[src/design/tffd_pkg.sv]
// ----------------------------------------------------------------------------
// tffd_pkg
// Shared types, constants and helpers for the trace formatter frame deframer.
// ----------------------------------------------------------------------------
package tffd_pkg;

    localparam int FRAME_BYTES = 16;
    localparam int PAIRS       = FRAME_BYTES / 2;
    localparam int PAIR_W      = $clog2(PAIRS);
    localparam int SLOT_W      = $clog2(FRAME_BYTES);
    localparam int ADDR_W      = 3;

    localparam logic [31:0] SYNC_WORD = 32'hFFFF_FF7F;
    localparam logic [7:0]  HALF_HIGH = 8'h7F;
    localparam logic [7:0]  HALF_LOW  = 8'hFF;

    localparam logic       REG_STREAM_FILTER   = 1'b0;
    localparam logic [7:0] STREAM_FILTER_RESET = 8'hFF;

    typedef enum logic [1:0] {
        ST_IDLE,
        ST_UNPACK,
        ST_FLUSH
    } state_t;

    typedef struct packed {
        logic take_input;
        logic step;
        logic flush;
    } dp_cmd_t;

    typedef struct packed {
        logic frame_done;
        logic step_go;
        logic slot_end;
        logic flush_done;
    } dp_status_t;

    function automatic logic stream_pass(input logic [7:0] filter, input logic [6:0] sid);
        return (sid != 7'd0) && (filter[7] || (filter == {1'b0, sid}));
    endfunction

endpackage

[src/design/tffd_ctrl.sv]
// ----------------------------------------------------------------------------
// tffd_ctrl
// Sequencer: takes bytes, walks the frame slots, flushes the final word.
// ----------------------------------------------------------------------------
module tffd_ctrl (
    input  logic                clk,
    input  logic                rst_n,
    input  tffd_pkg::dp_status_t status,
    output tffd_pkg::dp_cmd_t    cmd
);
    import tffd_pkg::*;

    state_t state_reg;
    state_t state_next;

    always_ff @(posedge clk or negedge rst_n)
    begin
        if (!rst_n)
        begin
            state_reg <= ST_IDLE;
        end
        else
        begin
            state_reg <= state_next;
        end
    end

    always_comb
    begin
        state_next = state_reg;
        cmd        = '0;
        case (state_reg)
            ST_IDLE:
            begin
                cmd.take_input = 1'b1;
                if (status.frame_done)
                begin
                    state_next = ST_UNPACK;
                end
            end
            ST_UNPACK:
            begin
                cmd.step = 1'b1;
                if (status.step_go && status.slot_end)
                begin
                    state_next = ST_FLUSH;
                end
            end
            ST_FLUSH:
            begin
                cmd.flush = 1'b1;
                if (status.flush_done)
                begin
                    state_next = ST_IDLE;
                end
            end
            default:
            begin
                state_next = ST_IDLE;
            end
        endcase
    end

endmodule

[src/design/tffd_dp.sv]
// ----------------------------------------------------------------------------
// tffd_dp
// Datapath: sync window, pair store, frame unpacking and output register.
// ----------------------------------------------------------------------------
module tffd_dp (
    input  logic                clk,
    input  logic                rst_n,
    input  tffd_pkg::dp_cmd_t    cmd,
    output tffd_pkg::dp_status_t status,
    input  logic [7:0]          stream_filter,
    input  logic                in_valid,
    input  logic [7:0]          in_byte,
    output logic                out_valid,
    input  logic                out_ready,
    output logic [7:0]          out_byte,
    output logic [6:0]          stream_id,
    output logic                last
);
    import tffd_pkg::*;

    // control state
    logic [31:0]       window_reg, window_next;
    logic              synced_reg, synced_next;
    logic              half_reg, half_next;
    logic [PAIR_W-1:0] fill_reg, fill_next;
    logic [SLOT_W-1:0] slot_reg, slot_next;
    logic [6:0]        cur_reg, cur_next;
    logic              pend_reg, pend_next;
    logic              held_v_reg, held_v_next;
    logic              out_v_reg, out_v_next;

    // payload
    logic [7:0]        first_reg;
    logic [7:0]        flags_reg;
    logic [6:0]        next_sid_reg;
    logic [7:0]        held_byte_reg;
    logic [6:0]        held_sid_reg;
    logic [7:0]        out_byte_reg;
    logic [6:0]        out_sid_reg;
    logic              out_last_reg;
    logic [7:0]        pair_a_reg [PAIRS];
    logic [7:0]        pair_b_reg [PAIRS];

    logic              in_fire;
    logic              is_sync;
    logic              is_filler;
    logic              pair_store;
    logic              shift_en;
    logic              out_free;
    logic [PAIR_W-1:0] k;
    logic              sub;
    logic              f;
    logic              cand_v;
    logic [7:0]        cand_byte;
    logic              step_go;
    logic              push;
    logic [7:0]        push_byte;
    logic [6:0]        push_sid;
    logic              push_last;
    logic              load_held;

    assign in_fire   = cmd.take_input && in_valid;
    assign is_sync   = ({window_reg[23:0], in_byte} == SYNC_WORD);
    assign is_filler = (in_byte == HALF_HIGH) && (first_reg == HALF_LOW);
    assign out_free  = !out_v_reg || out_ready;
    assign k         = slot_reg[SLOT_W-1:1];
    assign sub       = slot_reg[0];
    assign f         = flags_reg[k];

    assign pair_store = in_fire && !is_sync && synced_reg && half_reg && !is_filler;

    // candidate word for the current slot
    always_comb
    begin
        if (!sub)
        begin
            cand_v    = !pair_a_reg[0][0] && stream_pass(stream_filter, cur_reg);
            cand_byte = {pair_a_reg[0][7:1], f};
        end
        else
        begin
            cand_v    = (k != PAIR_W'(PAIRS - 1)) && stream_pass(stream_filter, cur_reg);
            cand_byte = pair_b_reg[0];
        end
    end

    assign step_go  = cmd.step && (!(cand_v && held_v_reg) || out_free);
    assign shift_en = pair_store || (step_go && sub);

    always_comb
    begin
        window_next = window_reg;
        synced_next = synced_reg;
        half_next   = half_reg;
        fill_next   = fill_reg;
        slot_next   = slot_reg;
        cur_next    = cur_reg;
        pend_next   = pend_reg;
        held_v_next = held_v_reg;
        push        = 1'b0;
        push_byte   = held_byte_reg;
        push_sid    = held_sid_reg;
        push_last   = 1'b0;
        load_held   = 1'b0;
        status      = '0;

        if (in_fire)
        begin
            window_next = {window_reg[23:0], in_byte};
            if (is_sync)
            begin
                synced_next = 1'b1;
                half_next   = 1'b0;
                fill_next   = '0;
            end
            else if (synced_reg)
            begin
                half_next = !half_reg;
                if (pair_store)
                begin
                    if (fill_reg == PAIR_W'(PAIRS - 1))
                    begin
                        fill_next         = '0;
                        slot_next         = '0;
                        status.frame_done = 1'b1;
                    end
                    else
                    begin
                        fill_next = fill_reg + 1'b1;
                    end
                end
            end
        end

        if (step_go)
        begin
            slot_next = slot_reg + 1'b1;
            if (cand_v)
            begin
                load_held   = 1'b1;
                held_v_next = 1'b1;
                push        = held_v_reg;
            end
            if (!sub)
            begin
                if (pair_a_reg[0][0])
                begin
                    if (f)
                    begin
                        pend_next = 1'b1;
                    end
                    else
                    begin
                        cur_next = pair_a_reg[0][7:1];
                    end
                end
            end
            else if (pend_reg)
            begin
                cur_next  = next_sid_reg;
                pend_next = 1'b0;
            end
        end

        if (cmd.flush)
        begin
            if (!held_v_reg)
            begin
                status.flush_done = 1'b1;
            end
            else if (out_free)
            begin
                push              = 1'b1;
                push_last         = 1'b1;
                held_v_next       = 1'b0;
                status.flush_done = 1'b1;
            end
        end

        status.step_go  = step_go;
        status.slot_end = (slot_reg == SLOT_W'(FRAME_BYTES - 1));

        if (push)
        begin
            out_v_next = 1'b1;
        end
        else if (out_ready)
        begin
            out_v_next = 1'b0;
        end
        else
        begin
            out_v_next = out_v_reg;
        end
    end

    always_ff @(posedge clk or negedge rst_n)
    begin
        if (!rst_n)
        begin
            window_reg <= '0;
            synced_reg <= 1'b0;
            half_reg   <= 1'b0;
            fill_reg   <= '0;
            slot_reg   <= '0;
            cur_reg    <= '0;
            pend_reg   <= 1'b0;
            held_v_reg <= 1'b0;
            out_v_reg  <= 1'b0;
        end
        else
        begin
            window_reg <= window_next;
            synced_reg <= synced_next;
            half_reg   <= half_next;
            fill_reg   <= fill_next;
            slot_reg   <= slot_next;
            cur_reg    <= cur_next;
            pend_reg   <= pend_next;
            held_v_reg <= held_v_next;
            out_v_reg  <= out_v_next;
        end
    end

    always_ff @(posedge clk)
    begin
        if (in_fire && synced_reg && !half_reg)
        begin
            first_reg <= in_byte;
        end
        if (status.frame_done)
        begin
            flags_reg <= in_byte;
        end
        if (step_go && !sub && pair_a_reg[0][0] && f)
        begin
            next_sid_reg <= pair_a_reg[0][7:1];
        end
        if (load_held)
        begin
            held_byte_reg <= cand_byte;
            held_sid_reg  <= cur_reg;
        end
        if (push)
        begin
            out_byte_reg <= push_byte;
            out_sid_reg  <= push_sid;
            out_last_reg <= push_last;
        end
        if (shift_en)
        begin
            for (int i = 0; i < PAIRS - 1; i++)
            begin
                pair_a_reg[i] <= pair_a_reg[i + 1];
                pair_b_reg[i] <= pair_b_reg[i + 1];
            end
            if (pair_store)
            begin
                pair_a_reg[PAIRS - 1] <= first_reg;
                pair_b_reg[PAIRS - 1] <= in_byte;
            end
        end
    end

    assign out_valid = out_v_reg;
    assign out_byte  = out_byte_reg;
    assign stream_id = out_sid_reg;
    assign last      = out_last_reg;

endmodule

[src/design/trace_formatter_frame_deframer_top.sv]
// Trace formatter frame deframer. Takes one trace-port byte per cycle while
// in_ready is high; bytes are ignored until the sync word FF FF FF 7F is seen.
// The byte that completes a 16-byte formatter frame starts the unpack
// sequencer, which walks the frame's 16 slots one per cycle (longer only when
// the output register is stalled) and then flushes the frame's final word,
// so in_ready stays low after each completed frame until that flush is done;
// other bytes never drop in_ready. Words are delivered in frame order with
// last set on the final word of each frame that yields any words.
// ----------------------------------------------------------------------------
// trace_formatter_frame_deframer_top
// Top level: APB stream filter register, sequencer and datapath.
// ----------------------------------------------------------------------------
module trace_formatter_frame_deframer_top (
    input  logic                      clk,
    input  logic                      rst_n,
    input  logic                      psel,
    input  logic                      penable,
    input  logic                      pwrite,
    input  logic [tffd_pkg::ADDR_W-1:0] paddr,
    input  logic [31:0]               pwdata,
    output logic [31:0]               prdata,
    output logic                      pready,
    input  logic                      in_valid,
    output logic                      in_ready,
    input  logic [7:0]                in_byte,
    output logic                      out_valid,
    input  logic                      out_ready,
    output logic [7:0]                out_byte,
    output logic [6:0]                stream_id,
    output logic                      last
);
    import tffd_pkg::*;

    logic [7:0] filter_reg;
    logic [7:0] filter_next;
    dp_cmd_t    cmd;
    dp_status_t status;

    always_comb
    begin
        filter_next = filter_reg;
        if (psel && penable && pwrite && (paddr[ADDR_W-1] == REG_STREAM_FILTER))
        begin
            filter_next = pwdata[7:0];
        end
    end

    always_ff @(posedge clk or negedge rst_n)
    begin
        if (!rst_n)
        begin
            filter_reg <= STREAM_FILTER_RESET;
        end
        else
        begin
            filter_reg <= filter_next;
        end
    end

    assign pready   = 1'b1;
    assign prdata   = (paddr[ADDR_W-1] == REG_STREAM_FILTER) ? {24'd0, filter_reg} : 32'd0;
    assign in_ready = cmd.take_input;

    tffd_ctrl u_ctrl (
        .clk    (clk),
        .rst_n  (rst_n),
        .status (status),
        .cmd    (cmd)
    );

    tffd_dp u_dp (
        .clk           (clk),
        .rst_n         (rst_n),
        .cmd           (cmd),
        .status        (status),
        .stream_filter (filter_reg),
        .in_valid      (in_valid),
        .in_byte       (in_byte),
        .out_valid     (out_valid),
        .out_ready     (out_ready),
        .out_byte      (out_byte),
        .stream_id     (stream_id),
        .last          (last)
    );

endmodule

[config.mk]
export PLATFORM = sky130hd
export DESIGN_NAME = trace_formatter_frame_deframer_top
export DESIGN_NICKNAME = d
export VERILOG_FILES = /design/src/design/tffd_pkg.sv /design/src/design/tffd_ctrl.sv /design/src/design/tffd_dp.sv /design/src/design/trace_formatter_frame_deframer_top.sv
export SDC_FILE = /design/constraint.sdc
export NUM_CORES = 1
export LEC_CHECK = 0
export ABC_AREA = 1
export BUFFER_PORTS_ARGS = -buffer_cell sky130_fd_sc_hd__buf_2
export CAP_MARGIN = 20
export CORE_ASPECT_RATIO = 0.9
export CORE_UTILIZATION = 50
export CTS_CLUSTER_SIZE = 30
export DETAILED_ROUTE_END_ITERATION = 16
export PLACE_DENSITY = 0.73
export SLEW_MARGIN = 20
export SYNTH_ARGS = -nofsm -noshare
export SYNTH_HDL_FRONTEND = slang
export SYNTH_SLANG_ARGS = --single-unit
[constraint.sdc]
create_clock -name clk -period 4.2 [get_ports clk]
set_input_delay 0.21 -clock clk [delete_from_list [all_inputs] [get_ports clk]]
set_output_delay 0.21 -clock clk [all_outputs]
set_load 0.01 [all_outputs]
==> results of run 1 <==
-- routing by layer --
metal  track usage [%]  wire length [um]  up-vias
met5                 0                 0        -
met4              4.91               392        0
met3              2.66               501       32
met2              26.2              6520      108
met1              18.4              5220     2134
li1                  -                 -     2106
-- worst max-delay path by stage --
| stage | from | to |
|---|---|---|
| floorplan | filter_reg[5] | u_dp.pair_a_reg[0][0] |
| global placement | u_dp.slot_reg[0] | u_dp.pair_b_reg[1][19] |
| detailed placement | u_dp.slot_reg[0] | u_dp.pair_a_reg[5][3] |
| CTS | u_dp.slot_reg[0] | u_dp.pair_a_reg[6][6] |
| global route | u_dp.slot_reg[0] | u_dp.pair_a_reg[6][6] |
| finish | u_dp.slot_reg[0] | u_dp.pair_a_reg[6][6] |
-- final cells by class --
cell class	instances	area share (%)
Tap cell	207	2.64
Clock inverter	16	1.39
Multi-Input combinational cell	286	14.5
Timing Repair Buffer	67	4.44
Sequential cell	235	69.3
Inverter	45	1.75
Clock buffer	26	5.98
-- power by group through the flow --
stage | Clock [W] | Combinational [W] | Sequential [W]
finish | 0.00195 | 0.00125 | 0.00411
global route | 0.00207 | 0.00141 | 0.00420
CTS | 0.00199 | 0.00126 | 0.00412
detailed placement | 0 | 0.00124 | 0.00416
global placement | 0 | 0.00117 | 0.00408
floorplan | 0 | 0.000950 | 0.00407
-- worst register-to-register path, delay by kind of cell (launching register included) --
| family | cells | cell delay (ns) |
|---|---|---|
| compound gates | 1 | 0.13 |
| buf+inv | 2 | 0.55 |
| flops | 1 | 0.79 |
| simple gates | 6 | 1.17 |
-- repair_timing --
| action | in CTS | in global routing |
|---|---|---|
| hold buffers | 16 | 0 |
| buffers inserted | 0 | 0 |
| endpoints found under the hold margin | 75 | 0 |
-- cells by family (layout without fill, tap and decap cells) --
group | Yosys count | after routing
AND/OR/NAND/NOR | 217 | 217
XOR/XNOR | 1 | 1
adder cells (fa/ha/maj) | 3 | 3
buffers and inverters | 80 | 154
flip-flops | 235 | 235
AO/OA/AOI/OAI | 27 | 27
other | 2 | 25
multiplexers | 13 | 13
-- cell usage in the layout (no fill, tap or decap), types with 7 or more instances in the layout --
cell type        n
nand2_1        122
nor3_1           7
inv_1           35
conb_1          25
mux2_2          13
o21ai_0          9
a21oi_1         13
dfrtp_1         45
inv_2            9
nand3_1         20
dlygate4sd3_1   16
clkbuf_16       23
clkinv_2         7
edfxtp_1       182
nor2_1          36
buf_2           48
nand4_1         10
dfstp_2          8
-- through the flow --
stage	setup WS [ns]	cell area [sq um]
floorplan	0.0942	8620
global placement	1.40	8920
detailed placement	1.24	8920
CTS	1.22	9810
global route	0.930	9810
finish	1.20	9810
==> metrics.txt, run 1 <==
status completed; crit start category flop; Port Buffers just under 50; Die Wd ~140 um; post-synthesis average cell area approximately 15 sq um; most common flop cell mapped by yosys edfxtp_1; Setup Crit Path Kind flop to flop; count leader, synth edfxtp_1; clock root cell clkbuf_16; Post-synth top cells edfxtp_1, nand2_1, dfrtp_1; Tcrit/Tclk final between 70% and 80%; Post-Synth XOR/XNOR Area less than 1%; Routed WL roughly 13000 um; Clock power frac between 20% and 30%; worst path bufs/invs 2; Placed Cells between 800 and 900; top cells by area, synth edfxtp_1, dfrtp_1, nand2_1; mapped cell area roughly 8500 sq um; crit path cell chain nand4_1, o21ai_1, nor2_1, nand3_2, nand2_2, inv_2, nand2_1, nand2_4, buf_12; critical path depth 9; Synth Area in Adders less than 1%; post-synthesis simple-gate area fraction 11.5%; IO Pins just over 100; # diodes 0; register share of total power a little under three fifths; Initial Util 52.0%; PwrDens between 700 and 800 nW/um^2; Min Clock Period, post-route ~3 ns; internal power between 0.005 and 0.006 W; Worst Max-Slew Pin Slew 0.703 ns; switching pwr 0.00204 W; Post-Layout Cell Count slightly below 900; CP endpoint kind flop; Pre-antenna DRT Iters 4; Crit path max-delay family simple AND/OR/NAND/NOR gates; Reg area between 6000 and 7000 sq um; reg2reg path depth 9; part of the power in combinational logic 17.1%; gr usage total between 10 and 15%; largest net degree at the start of global routing 69; WL/cell around 14 um; Final Util 59.8%; WHS Endpoint u_dp.flags_reg[7]; minimum hold slack about 0.014 ns; num rows 44; slowest stage cell, crit path dfrtp_1; DRC viols 0; dpl hpwl just over 8000 um; vias per cell 4.97; Mapped Cells ~580; RR Endpoint u_dp.pair_a_reg[6][6]; beginning of the worst hold path in_byte[7]; slew margin rel. between 50 and 60%; Clock Path Buffers 3; complex-gate fraction of the synthesized area around 1.6%; Core Region about 16000 sq um; Required @ worst endpoint ~4.4 ns; Yosys reg bits roughly 240; post-route antenna net violation count 0; maximum VDD drop 0.444 mV; f_max roughly 330 MHz; CP peak stage delay a little under 0.8 ns; YS warnings 0; main combinational cell family by area after synthesis simple AND/OR/NAND/NOR gates; via count 4380; CTS HTree Levels 1; Hold Path Cell Cnt 1; Area Growth Syn to Fin 15.0%; area occupied by multi-input gates between 1000 and 1500 sq um; Synth top area share between 60% and 70%; Final Power approximately 0.0073 W; FILL cells 1235; post-synthesis sequential area ratio around four fifths; Post-synth ARST share between 20% and 30%; # setup viols final 0; clock buffer count from CTS 23; initial antenna violation count 0; clk slew on worst S/H paths around 0.06 ns; CTS Sinks between 200 and 250; Worst-Skew Late Latency 0.50 ns; Die Y roughly 130 um; Sw Share between 20 and 30%; Fin. Hold Viols 0; class of the worst hold path primary input to flop; R2R Setup Slk approximately 1.2 ns; gpl congestion approximately 0.83; Worst Path Max Fanout between 60 and 70; share of cells above drive strength 1 about a fifth; crit path DAT roughly 3.2 ns; Post-synth EDFFs around 180; mux contribution to synthesized area roughly 1.7%; RSZ-0062 raised after global routing false; CTS tree built; Final Max Tran Viols 0; first-pass GRT wire length 20600 um; area leader, netlist edfxtp_1; Netlist cell types 34; final setup TNS 0 ns; vias in the first global route roughly 4400; max cap viols 0; Setup Skew 0.0130 ns; Starting DRT DRC Count between 200 and 300; nets 711; Leak between 3 and 4 nW; grt ovf 0; post-CTS sizing 0; die area ~18000 sq um; Reg2Reg Launch Point u_dp.slot_reg[0]
No activity file was read; power rests on OpenSTA's default activity.
==> run 2, diff against run 1 <==
- PLACE_DENSITY: 0.73 -> 0.7
- clock period: 4.2 -> 2.9 ns (I/O delays scaled with it)
==> metrics.txt, run 2 (synthesis gave the netlist of run 1 again) <==
status finished, violations left; failing checks hold timing; IO Pins 101 (unchanged); Starting DRT DRC Count 280 (+7.7%); Setup Crit Path Kind flop to flop; nets 716 (+0.70%); reg2reg path depth 9 (unchanged); Worst Max-Slew Pin Slew 0.664 ns (-0.0381 ns); minimum hold slack -0.00298 ns (-0.0165 ns); RSZ-0062 raised after global routing false; vias per cell 4.84 (-2.5%); Clock Path Buffers 3 (unchanged); final setup TNS 0 ns (unchanged); vias in the first global route 4356 (-0.43%); worst slack, placed 0.598 ns (-0.642 ns); clock root cell clkbuf_16; Fin. Hold Viols 2 (+2); commonest non-fill, non-tap cell in the layout edfxtp_1; PnR worst setup slack 0.561 ns (-0.642 ns); CTS tree built; register share of total power 55.7% (-0.6 points); part of the power in combinational logic 17.8% (+0.7 points); via count 4295 (-1.9%); gpl congestion 0.848 (+2.6%); Final Util 60.2% (+0.37 points); first-pass GRT wire length 20300 um (-1.6%); slew margin rel. 55.7% (+2.5 points); Required @ worst endpoint 3.07 ns (-1.30 ns); Min Clock Period, post-route 2.34 ns (-0.658 ns); max cap viols 0 (unchanged); class of the worst hold path primary input to flop; Routed WL 12200 um (-3.5%); CTS HTree Levels 1 (unchanged); clk slew on worst S/H paths 0.06 ns (about the same); Sw Share 27.5% (-0.49 points); R2R Setup Slk 0.56 ns (-0.64 ns); CP endpoint kind flop; post-CTS sizing 0 (unchanged); WHS Endpoint u_ctrl.state_reg[1]; post-route antenna net violation count 0 (unchanged); Final Max Tran Viols 0 (unchanged); Setup Skew 0.00682 ns (-0.00621 ns); maximum VDD drop 0.596 mV (+34%); switching pwr 0.00291 W (+43%); Worst-Skew Late Latency 0.49 ns (about the same); clock buffer count from CTS 23 (unchanged); dpl hpwl 7930 um (-4.1%); crit start category flop; Initial Util 52.0% (unchanged); internal power 0.00769 W (+46%); Worst Path Max Fanout 24 (-65%); largest net degree at the start of global routing 54 (-22%); crit path DAT 2.51 ns (-0.65 ns); grt ovf 0 (unchanged); Clock power frac 26.5% (about the same); initial antenna violation count 0 (unchanged); gr usage total 14.4% (-0.34 points); Port Buffers 49 (unchanged); Reg2Reg Launch Point u_dp.slot_reg[1]; beginning of the worst hold path out_ready; share of cells above drive strength 1 20.6% (+0.29 points); Die Y 126 um (unchanged); f_max 428 MHz (+28%); PwrDens 1070 nW/um^2 (+44%); CTS Sinks 235 (unchanged); # diodes 0 (unchanged); Pre-antenna DRT Iters 5 (+1); DRC viols 0 (unchanged); Leak 3.98 nW (+0.62%); WL/cell 13.7 um (-4.1%); # setup viols final 0 (unchanged); Tcrit/Tclk final 80.7% (+9.3 points); Area Growth Syn to Fin 15.7%; RR Endpoint u_dp.pair_b_reg[1][18]; num rows 44 (unchanged); most frequent cells in the layout edfxtp_1, nand2_1, buf_2, dfrtp_1, nor2_1; Core Region 16400 sq um (unchanged); Hold Path Cell Cnt 4 (+3); die area 17600 sq um (unchanged); Die Wd 140 um (unchanged)
==> run 2: changes by cell type in the layout (fill, tap and decap cells not counted), sizes merged <==
cell | previous run | this run
buf | 51 | 55
dlygate4sd3 | 16 | 17
bufinv | 2 | 1
clkbuf | 26 | 32
clkinv | 12 | 6
clkinvlp | 0 | 1
==> run 2: worst max path at each step <==
stage	depth (start not counted)	startpoint	endpoint	slack, ns
2_1_floorplan	12	filter_reg[5]	u_dp.pair_a_reg[0][0]	0.45
3_3_place_gp	13	filter_reg[5]	u_dp.pair_b_reg[1][17]	0.73
3_5_place_dp	9	u_dp.slot_reg[1]	u_dp.pair_b_reg[1][18]	0.60
4_1_cts	9	u_dp.slot_reg[1]	u_dp.pair_b_reg[1][18]	0.59
5_1_grt	9	u_dp.slot_reg[1]	u_dp.pair_b_reg[1][18]	0.42
6_report	9	u_dp.slot_reg[1]	u_dp.pair_b_reg[1][18]	0.56
==> run 2: per-layer routing <==
| layer | part of all wire, % | GRT usage [%] |
|---|---|---|
| met1 | 44 | 18.0 |
| met2 | 50 | 25.6 |
| met3 | 3.4 | 2.81 |
| met4 | 2.6 | 4.46 |
| met5 | 0 | 0 |
==> run 2: critical path, stage by stage, from the launching register on <==
cell,delay [ns]
dfrtp_1,0.58
nand4_1,0.22
o21ai_1,0.14
nor2_1,0.08
nand3_2,0.13
nand2_2,0.11
inv_2,0.15
nand2_1,0.13
nand2_4,0.16
buf_4,0.31
==> run 2: final cells by class <==
cell class,instances,area [sq um]
timing repair buffer,72,488
tap,207,259
clock buffer,32,649
clock inverter,10,86.3
sequential,235,6800
multi-input combinational,286,1420
inverter,45,171
fill,1221,6530
==> run 2: power by group through the flow <==
stage / logic [W] / clock network [W] / registers, W
6_report: 0.00189 / 0.00281 / 0.00590
4_1_cts: 0.00191 / 0.00288 / 0.00591
3_3_place_gp: 0.00179 / 0 / 0.00587
3_5_place_dp: 0.00189 / 0 / 0.00596
2_1_floorplan: 0.00138 / 0 / 0.00582
5_1_grt: 0.00215 / 0.00301 / 0.00603
==> run 2: metrics by stage <==
step	instances	power [W]	area, sq um
3_3_place_gp	828	0.00766	8960
4_1_cts	887	0.0107	9870
3_5_place_dp	828	0.00785	8970
6_report	887	0.0106	9870
5_1_grt	887	0.0112	9870
2_1_floorplan	601	0.00721	8630
==> run 2: timing repair <==
action | in CTS | in global routing
buffers inserted | 0 | 0
endpoints found under the hold margin | 82 | 0
hold buffers | 17 | 0
endpoints found under the setup margin | 0 | 0
